--- src/hdl/dvru_pkg.sv ---
`default_nettype none
package dvru_pkg;
   localparam int NODES = 64;
   localparam int PORTS = 16;
   localparam int NODE_W = 6;
   localparam int PORT_W = 4;
   localparam int COST_W = 16;
   localparam int COUNT_W = 7;

   localparam logic [0:0] OP_LINK = 1'b0;
   localparam logic [0:0] OP_VECTOR = 1'b1;
   localparam logic [0:0] CSR_OWN_ID = 1'b0;
   localparam logic [0:0] CSR_INFINITY = 1'b1;

   typedef struct packed {
      logic [0:0] operation;
      logic [3:0] port;
      logic [5:0] node_id;
      logic [15:0] cost;
      logic first;
      logic last;
   } req_word_type;

   typedef struct packed {
      logic [5:0] dest_id;
      logic [15:0] route_cost;
      logic [3:0] next_port;
      logic entry_changed;
      logic packet_done;
      logic [6:0] change_count;
      logic send_all;
      logic send_update;
   } rsp_word_type;
endpackage
`default_nettype wire

--- src/hdl/distance_vector_route_update.sv ---
`default_nettype none
// channel | direction | word          | accepted when
// req     | in        | req_word_type | req_valid && !req_stall
// rsp     | out       | rsp_word_type | rsp_valid && !rsp_stall
// csr     | in        | index, data   | csr_write
// Each word is handled as a route memory read, then a modify and write back.
// A new req word is taken once the result is loaded into the output register.
// Reset runs a clearing pass over all 64 route memory entries; req_stall stays
// high during it. rsp_stall holds the output register and, while it is full,
// also holds off the next req word.
module distance_vector_route_update (
   input  wire logic clock,
   input  wire logic reset,
   input  wire logic req_valid,
   output logic req_stall,
   input  wire dvru_pkg::req_word_type req_word,
   output logic rsp_valid,
   input  wire logic rsp_stall,
   output dvru_pkg::rsp_word_type rsp_word,
   input  wire logic csr_write,
   input  wire logic [0:0] csr_index,
   input  wire logic [15:0] csr_data
);
   import dvru_pkg::*;

   typedef enum logic [2:0] {
      ST_CLEAR = 3'b001,
      ST_IDLE  = 3'b010,
      ST_CALC  = 3'b100
   } state_type;

   state_type state_ff, state_in;
   logic [NODE_W:0] clr_ff, clr_in;
   logic [NODE_W-1:0] own_ff;
   logic [COST_W-1:0] inf_ff;

   // route memory: {cost, port}
   logic [COST_W+PORT_W-1:0] route_mem [NODES];
   logic [COST_W+PORT_W-1:0] rd_ff;
   logic mem_we;
   logic [NODE_W-1:0] mem_wa;
   logic [COST_W+PORT_W-1:0] mem_wd;

   logic [NODES-1:0] mark_ff, mark_in;
   logic [COUNT_W-1:0] total_ff, total_in;
   logic sall_ff, sall_in;
   logic [COST_W-1:0] lcost_ff [PORTS];
   logic [NODE_W-1:0] lnb_ff [PORTS];
   logic [PORTS-1:0] lknown_ff;
   req_word_type item_ff;
   logic rsp_valid_ff, rsp_valid_in;
   rsp_word_type rsp_ff, rsp_in;
   logic take;

   assign req_stall = (state_ff != ST_IDLE) || (rsp_valid_ff && rsp_stall);
   assign take = req_valid && !req_stall;
   assign rsp_valid = rsp_valid_ff;
   assign rsp_word = rsp_ff;

   always_ff @(posedge clock) begin
      if (csr_write) begin
         if (csr_index == CSR_OWN_ID) own_ff <= csr_data[NODE_W-1:0];
         else own_ff <= own_ff;
         if (csr_index == CSR_INFINITY) inf_ff <= csr_data;
      end
      if (reset) begin
         own_ff <= '0;
         inf_ff <= '1;
      end
   end

   always_ff @(posedge clock) begin
      if (mem_we) route_mem[mem_wa] <= mem_wd;
      if (take) rd_ff <= route_mem[req_word.node_id];
      if (take) item_ff <= req_word;
      rsp_ff <= rsp_in;
   end

   always_ff @(posedge clock) begin
      if (reset) begin
         lknown_ff <= '0;
         for (int i = 0; i < PORTS; i++) lcost_ff[i] <= '1;
      end else if (take && req_word.operation == OP_LINK) begin
         lknown_ff[req_word.port] <= 1'b1;
         lcost_ff[req_word.port] <= req_word.cost;
         lnb_ff[req_word.port] <= req_word.node_id;
      end
   end

   logic [COST_W:0] sum;
   logic [COST_W-1:0] nc, cur;
   logic [PORT_W-1:0] cport, fb_port;
   logic fb_hit, chg;
   logic [COST_W-1:0] upd_cost;
   logic [PORT_W-1:0] new_port;
   logic [NODES-1:0] mk;
   logic [COUNT_W-1:0] tot;
   logic sa;

   always_comb begin
      fb_hit = 1'b0;
      fb_port = '0;
      for (int p = PORTS - 1; p >= 0; p--) begin
         if (lknown_ff[p] && lnb_ff[p] == item_ff.node_id) begin
            fb_hit = 1'b1;
            fb_port = PORT_W'(p);
         end
      end
   end

   always_comb begin
      cur = rd_ff[COST_W+PORT_W-1:PORT_W];
      cport = rd_ff[PORT_W-1:0];
      sum = {1'b0, lcost_ff[item_ff.port]} + {1'b0, item_ff.cost};
      nc = (sum > {1'b0, inf_ff}) ? inf_ff : sum[COST_W-1:0];
      mk = item_ff.first ? '0 : mark_ff;
      tot = item_ff.first ? '0 : total_ff;
      sa = item_ff.first ? 1'b0 : sall_ff;
      chg = 1'b0;
      upd_cost = cur;
      new_port = cport;
      if (item_ff.operation == OP_VECTOR && item_ff.node_id != own_ff) begin
         if (cport == item_ff.port) begin
            if (cur != nc) begin
               chg = 1'b1;
               upd_cost = nc;
               if (cur < nc && fb_hit && lcost_ff[fb_port] <= nc) begin
                  upd_cost = lcost_ff[fb_port];
                  new_port = fb_port;
                  sa = 1'b1;
               end
            end
         end else if (cur > nc) begin
            chg = 1'b1;
            upd_cost = nc;
            new_port = item_ff.port;
         end
      end
      if (chg && !mk[item_ff.node_id]) begin
         mk[item_ff.node_id] = 1'b1;
         if (tot != '1) tot = tot + 1'b1;
      end
   end

   always_comb begin
      state_in = state_ff;
      clr_in = clr_ff;
      mem_we = 1'b0;
      mem_wa = item_ff.node_id;
      mem_wd = {upd_cost, new_port};
      mark_in = mark_ff;
      total_in = total_ff;
      sall_in = sall_ff;
      rsp_valid_in = rsp_valid_ff && rsp_stall;
      rsp_in = rsp_ff;
      case (state_ff)
         ST_CLEAR: begin
            mem_we = 1'b1;
            mem_wa = clr_ff[NODE_W-1:0];
            mem_wd = {{COST_W{1'b1}}, {PORT_W{1'b0}}};
            clr_in = clr_ff + 1'b1;
            if (clr_ff == (NODE_W+1)'(NODES - 1)) state_in = ST_IDLE;
         end
         ST_IDLE: begin
            if (take) state_in = ST_CALC;
         end
         ST_CALC: begin
            state_in = ST_IDLE;
            mem_we = chg;
            if (item_ff.operation == OP_VECTOR) begin
               mark_in = mk;
               total_in = tot;
               sall_in = sa;
            end
            rsp_valid_in = 1'b1;
            rsp_in.dest_id = item_ff.node_id;
            rsp_in.route_cost = upd_cost;
            rsp_in.next_port = new_port;
            rsp_in.entry_changed = chg;
            rsp_in.packet_done = (item_ff.operation == OP_VECTOR) && item_ff.last;
            rsp_in.change_count = (item_ff.operation == OP_VECTOR) ? tot : total_ff;
            rsp_in.send_all = (item_ff.operation == OP_VECTOR) ? sa : sall_ff;
            rsp_in.send_update = (item_ff.operation == OP_VECTOR) && item_ff.last
                                 && (tot != '0);
         end
         default: state_in = ST_IDLE;
      endcase
   end

   always_ff @(posedge clock) begin
      if (reset) begin
         state_ff <= ST_CLEAR;
         clr_ff <= '0;
         mark_ff <= '0;
         total_ff <= '0;
         sall_ff <= 1'b0;
         rsp_valid_ff <= 1'b0;
      end else begin
         state_ff <= state_in;
         clr_ff <= clr_in;
         mark_ff <= mark_in;
         total_ff <= total_in;
         sall_ff <= sall_in;
         rsp_valid_ff <= rsp_valid_in;
      end
   end

   a_one_result: assert property (@(posedge clock) disable iff (reset)
      state_ff == ST_CALC |=> rsp_valid_ff) else $error("result lost");
   a_no_take_busy: assert property (@(posedge clock) disable iff (reset)
      state_ff != ST_IDLE |-> !take) else $error("word taken while busy");
   a_count_marks: assert property (@(posedge clock) disable iff (reset)
      total_ff == COUNT_W'($countones(mark_ff))) else $error("count mismatch");
endmodule
`default_nettype wire
--- config.mk ---
export PLATFORM = sky130hd
export DESIGN_NAME = distance_vector_route_update
export DESIGN_NICKNAME = d
export VERILOG_FILES = /design/src/hdl/dvru_pkg.sv /design/src/hdl/distance_vector_route_update.sv
export SDC_FILE = /design/constraint.sdc
export NUM_CORES = 2
export LEC_CHECK = 0
export CAP_MARGIN = 10
export CORE_ASPECT_RATIO = 2
export CORE_MARGIN = 2
export CORE_UTILIZATION = 50
export DETAILED_ROUTE_END_ITERATION = 12
export DONT_BUFFER_PORTS = 1
export HOLD_SLACK_MARGIN = 0.02
export PLACE_DENSITY_LB_ADDON = 0.2
export SYNTH_ARGS = -nofsm -noshare
export SYNTH_HDL_FRONTEND = slang
export SYNTH_SLANG_ARGS = --single-unit
export TNS_END_PERCENT = 10
--- constraint.sdc ---
create_clock -name clock -period 12.3 [get_ports clock]
set_clock_uncertainty 0.2 [all_clocks]
set_input_delay 0.615 -clock clock [delete_from_list [all_inputs] [get_ports clock]]
set_output_delay 0.615 -clock clock [all_outputs]
set_load 0.005 [all_outputs]
### Word level (Yosys, flattened, before mapping)

Memory sizes are Yosys's and may differ from the RTL's. A register that Yosys moved wholly into a read port is not among the register bits.
Cells that the tools add are included.

| word-level totals | value |
|---|---|
| register bits after elaboration | 187 |
| bits in latches | 0 |
| bits in writable memories | 1632 |
| bits in read-only memories | 0 |
| bits of input ports | 51 |
| word-level logic and storage cells | 187 |
| memories kept | 3 |

Memories:

| name | depth | bits a word | rd ports | clocked after memory_dff | wr ports | line | text |
|---|---|---|---|---|---|---|---|
| route_mem | 64 | 20 | 1 | 1 | 1 | distance_vector_route_update.sv:38 | `logic [COST_W+PORT_W-1:0] route_mem [NODES];` |
| lcost_ff | 16 | 16 | 2 | 1 | 16 | distance_vector_route_update.sv:47 | `logic [COST_W-1:0] lcost_ff [PORTS];` |
| lnb_ff | 16 | 6 | 16 | 0 | 1 | distance_vector_route_update.sv:48 | `logic [NODE_W-1:0] lnb_ff [PORTS];` |

| cells by class | value |
|---|---|
| $add $sub $neg | 3 |
| multiply operators | 0 |
| divide/modulo/power cells | 0 |
| order comparisons | 8 |
| equality and inequality tests | 27 |
| shift-type cells | 0 |
| muxes and demuxes | 83 |
| bitwise operators | 4 |
| reduce and logical (&&, ||, !) cells | 36 |

Operators by type and width:

| operator | count |
|---|---|
| $mux 64 | 2 |
| $mux 16 | 7 |
| $eq 6x6->1 | 16 |
| $mux 4 | 23 |
| $or 64x64->64 | 1 |
| $mux 1 | 38 |
| $mux 7 | 4 |
| $logic_and 1x1->1 | 27 |
| $mux 20 | 1 |
| $add 16x16->17 | 1 |
| $gt 17x16->1 | 1 |
| $gt 16x16->1 | 1 |
| $le 16x16->1 | 1 |
| $lt 16x16->1 | 1 |
| $ne 16x16->1 | 1 |
| $or 16x16->16 | 1 |
| $reduce_or 16->1 | 1 |
| $add 7x1->7 const B | 2 |
| $reduce_and 2->1 | 4 |
| $eq 7x6->1 const B | 1 |
| $lt 6x7->1 const B | 1 |
| $ne 7x7->1 const B | 1 |
| $reduce_bool 7->1 | 1 |
| $bmux 1 s6 | 1 |
| other kinds (19) | 23 |

### Depth between registers and ports, before layout

An unclocked memory read counts as a cell.

| depth | value |
|---|---|
| depth in word-level cells | 26 |
| gate-level depth with buffers | 41 |
| gate-level depth less buffers | 38 |

### Least setup slack after synthesis

Ideal clock, no wire load.

| timing | value |
|---|---|
| kind | register -> register |
| start | reg (tool-made name) |
| end | mem route_mem[0][3] (netlist bit), data pin |
| data arrival time | 11546 ps |
| slack | -166 ps |
| stages on the path, launching flop included | 36 |
| buffers on the path | 3 |
| clock period less this slack | 12466 ps |
| cell sequence | dfxtp_1 > clkbuf_1 > buf_1 > mux4_2 > mux4_2 > ha_1 > fa_1 > a21oi_1 > o31ai_1 > o31a_1 > or2_2 > o31a_1 > o21ai_0 > nand2b_1 > a21oi_1 > xnor2_1 > ha_1 > or4_1 > a2111oi_2 > a21o_1 > nand2_1 > clkbuf_1 > mux2i_1 > ha_1 > a21o_1 > a21o_1 > a21o_1 > a21o_1 > a21o_1 > a21o_1 > a221o_1 > nor2_1 > o21ai_1 > nor2_1 > a221oi_1 > a211oi_1 |

RTL lines:

| what | line |
|---|---|
| end, declared | distance_vector_route_update.sv:38 |

==> flow_summary_export.csv <==
group,metric,value,unit
detailed_routing,drc,0,
timing,period_minus_slack,11.32,ns
global_route,grt_use_total,28.7,%
global_route,grt_remaining_overflow,0,
global_route,grt_antenna_before_repair,11,
place,portBuffers,0,
timing,slew_viol_final,163,
timing,min_period_over_period,92.0,%
place,placed_area,81800,sq um
synth,async_reset_ff_share,0,%
pwr,peakVddDrop,90.6,uV
global_route,grt_max_degree,323,
synth,syn_area_per_cell,17.6,sq um
outcome,status,"finished, violations left",
clock_tree,cts.clk_slew.worst_paths,0.07,ns
setup_path,end_kind,"flip-flop",
clock_tree,postCtsSetupRepairBufs,0,
place,gp_congestion,1.02,
clock_tree,insertion_delay,0.81,ns
detailed_routing,post_drt_wl_per_cell,33.8,um
die,die-width,284,um
synth,ys_types,97,
clock_tree,clock-sinks,1843,
timing,rsz0062_at_grt,"false",
setup_path,cp.arrival,11.63,ns
timing,hold_viol_final,0,
setup_path,crit_top_cell,"a21o_1",
setup_path,max_stage_delay,0.58,ns
pwr,power_density,142,nW/um^2
die,die_h,564,um
synth,syn_inst,4448,
die,io_pins,90,
detailed_routing,wl,230000,um
setup_path,worst_ep_required_time,12.60,ns
global_route,first_global_vias,43812,
die,rows,205,
synth,yosys_register_bits,1843,
clock_tree,cts_buffer_depth,4,
synth,synth_area_leaders,"edfxtp_1 66%, mux4_2 15%, dfxtp_1 3.2%, or2_2 1.6%, mux2i_1 1.3%",
clock_tree,cts_root_buffer,"clkbuf_16",
detailed_routing,drtPass1Iterations,5,
timing,max-slew-margin-rel,-29.9,%
final_layout,area_delta_synth_final,11.8,%
synth,synth_top_area_share,65.7,%
final_layout,finalNetCount,4704,
synth,syn_area,78500,sq um
flow_run,drv_cap,0,
die,start_util,50.3,%
setup_path,critPathSlowestCell,"mux4_2",
clock_tree,h-tree-depth,4,
timing,max_freq,88.3,MHz
place,place_ws,1.05,ns
detailed_routing,vias,42471,
hold_path,min_from,"reset",
timing,setup_ws,0.979,ns
setup_path,crit_fanout,28,
outcome,violations,"max-slew violations",
die,fp.coreArea,156000,sq um
setup_path,crit_family,"compound AO/OA/AOI/OAI gates",
detailed_routing,drt_iter0_drc,3907,
synth,ys_seq_area_share,68.9,%
global_route,grt_pass1_wl,324000,um
setup_path,critPathKind,"flip-flop to flip-flop",
synth,synth_ff_type,"edfxtp_1",
die,die_area,160000,sq um
setup_path,critPathLaunchType,"flip-flop",
synth,yosysWarnings,0,
timing,setup_tns,0,ns
pwr,p_leak,28.6,nW
synth,synth_edf_count,1718,
synth,yosys.area.top_type,"edfxtp_1",
clock_tree,cts_tree,"yes",
hold_path,min_path_type,"primary input to flip-flop",
detailed_routing,ant_nets,0,
setup_path,crit_buf_inv,5,
place,dp_hpwl,149000,um
timing,tightest_slew,1.95,ns
timing,setup_viol,0,
final_layout,design_area,87800,sq um
clock_tree,cts_buffers,164,
synth,synth_fp_nets,4563,
detailed_routing,vias_per_cell,6.26,
final_layout,drive_gt1_share,27.5,%
[synthesized netlist by cell type (8+ instances only)]
cell and n:
a211o_1 8, a211oi_1 24, a21o_1 44, a21oi_1 84, a22oi_1 76, a311oi_1 34, and2_1 10, and3_1 22
buf_1 52, buf_2 21, buf_6 14, clkbuf_1 170, dfxtp_1 125, edfxtp_1 1718, ha_1 63, inv_1 69
mux2i_1 100, mux4_2 511, nand2_1 257, nand2b_1 24, nand3_1 74, nand3b_1 8, nand4_1 34, nor2_1 230
nor2b_1 15, nor3_1 27, nor4_1 14, nor4_2 8, o211ai_1 19, o21a_1 9, o21ai_0 41, o21ai_1 11
o22ai_1 11, o31ai_1 9, or2_2 200, or3_1 57, or4_1 10, xnor2_1 64, xor2_1 57
[cells in the final DEF (no fill, tap or decap), drive strengths merged, types with 15 or more instances in the layout]
cell	Yosys	routed
edfxtp	1718	1718
nor3	29	29
or3	57	57
inv	70	76
nand4	34	34
or2	200	200
mux4	511	511
o211ai	21	21
nand2b	25	25
clkinv	0	57
a21o	44	44
dfxtp	125	125
nand3	74	74
a21oi	87	87
dlygate4sd3	0	55
and3	22	22
nor4	22	22
bufinv	0	19
xor2	58	58
xnor2	65	65
nor2	230	230
clkbuf	170	196
buf	95	184
a211oi	28	28
nor2b	15	15
a311oi	34	34
mux2i	100	100
o21ai	55	55
ha	63	63
nand2	257	257
a22oi	76	76
[metal layers]
metal | share of wire (%) | up-vias | track usage [%]
met5 | 0.0057 | - | 0
li1 | - | 18075 | -
met2 | 54 | 1578 | 52.9
met4 | 8.9 | 2 | 21.2
met3 | 4.8 | 608 | 3.49
met1 | 32 | 22208 | 29.9
[timing repair]
item | in CTS | in global routing
endpoints found under the hold margin | 504 | 0
resized for setup | 0 | 0
hold buffers | 58 | 0
[stage by stage]
step                std cells  utilization, %  hold slack [ns]  power [mW]
floorplan                4448               -            0.226        7.26
global placement         6432            52.4            0.233        7.35
detailed placement       6432            52.4            0.243        7.35
CTS                      6777            56.2           0.0255        12.5
global route             6781            56.3           0.0803        12.8
finish                   6785            56.3           0.0783        12.5
[kinds of logic (layout without fill, tap and decap cells)]
group	after synthesis	count (layout)	share of synthesized area, %
compound gates	454	454	4.27
buf+inv	335	597	1.82
simple gates	1011	1011	6.55
fa+ha+maj	64	64	1.03
flops	1843	1843	68.9
other cells	0	5	0
mux	618	618	16.0
xor+xnor	123	123	1.39
[path summary, 6_finish.rpt]
path / to / slack (ns) / depth (start not counted)
worst min-delay path: lcost_ff[10][2] / 0.08 / 2
worst max-delay path: route_mem[55][17] / 0.98 / 39
worst max register to register: route_mem[55][17] / 0.98 / 39
worst min register to register: lknown_ff[5] / 0.26 / 1
[where the power goes]
part	internal [mW]	total [mW]	switching, mW	leakage, nW
clock	2.91	5.18	2.26	2.59
sequential	6.82	6.83	0.00979	17.0
combinational	0.182	0.467	0.285	9.03
total	9.91	12.5	2.56	28.6
[sequential cells by signal, indices dropped and copies added, names as in the netlist, named ones only]
register / flops
item_ff: 29
rsp_word: 37
lnb_ff: 96
route_mem: 1280
clr_ff: 7
rd_ff: 20
lcost_ff: 256
inf_ff: 16
mark_ff: 64
sall_ff: 1
lknown_ff: 16
own_ff: 6
state_ff: 3
rsp_valid: 1
total_ff: 7
[area by class of cell]
cell class / instances / area (sq um)
diodes: 5 / 12.5
clock buffers: 195 / 4310
clock inverters: 92 / 991
fillers: 11948 / 68200
inverters: 70 / 263
multi-input cells: 2270 / 23400
flip-flops and latches: 1843 / 54100
well taps: 2070 / 2590
repair buffers: 240 / 2150
Note: power is estimated with default switching activity, not from simulation.
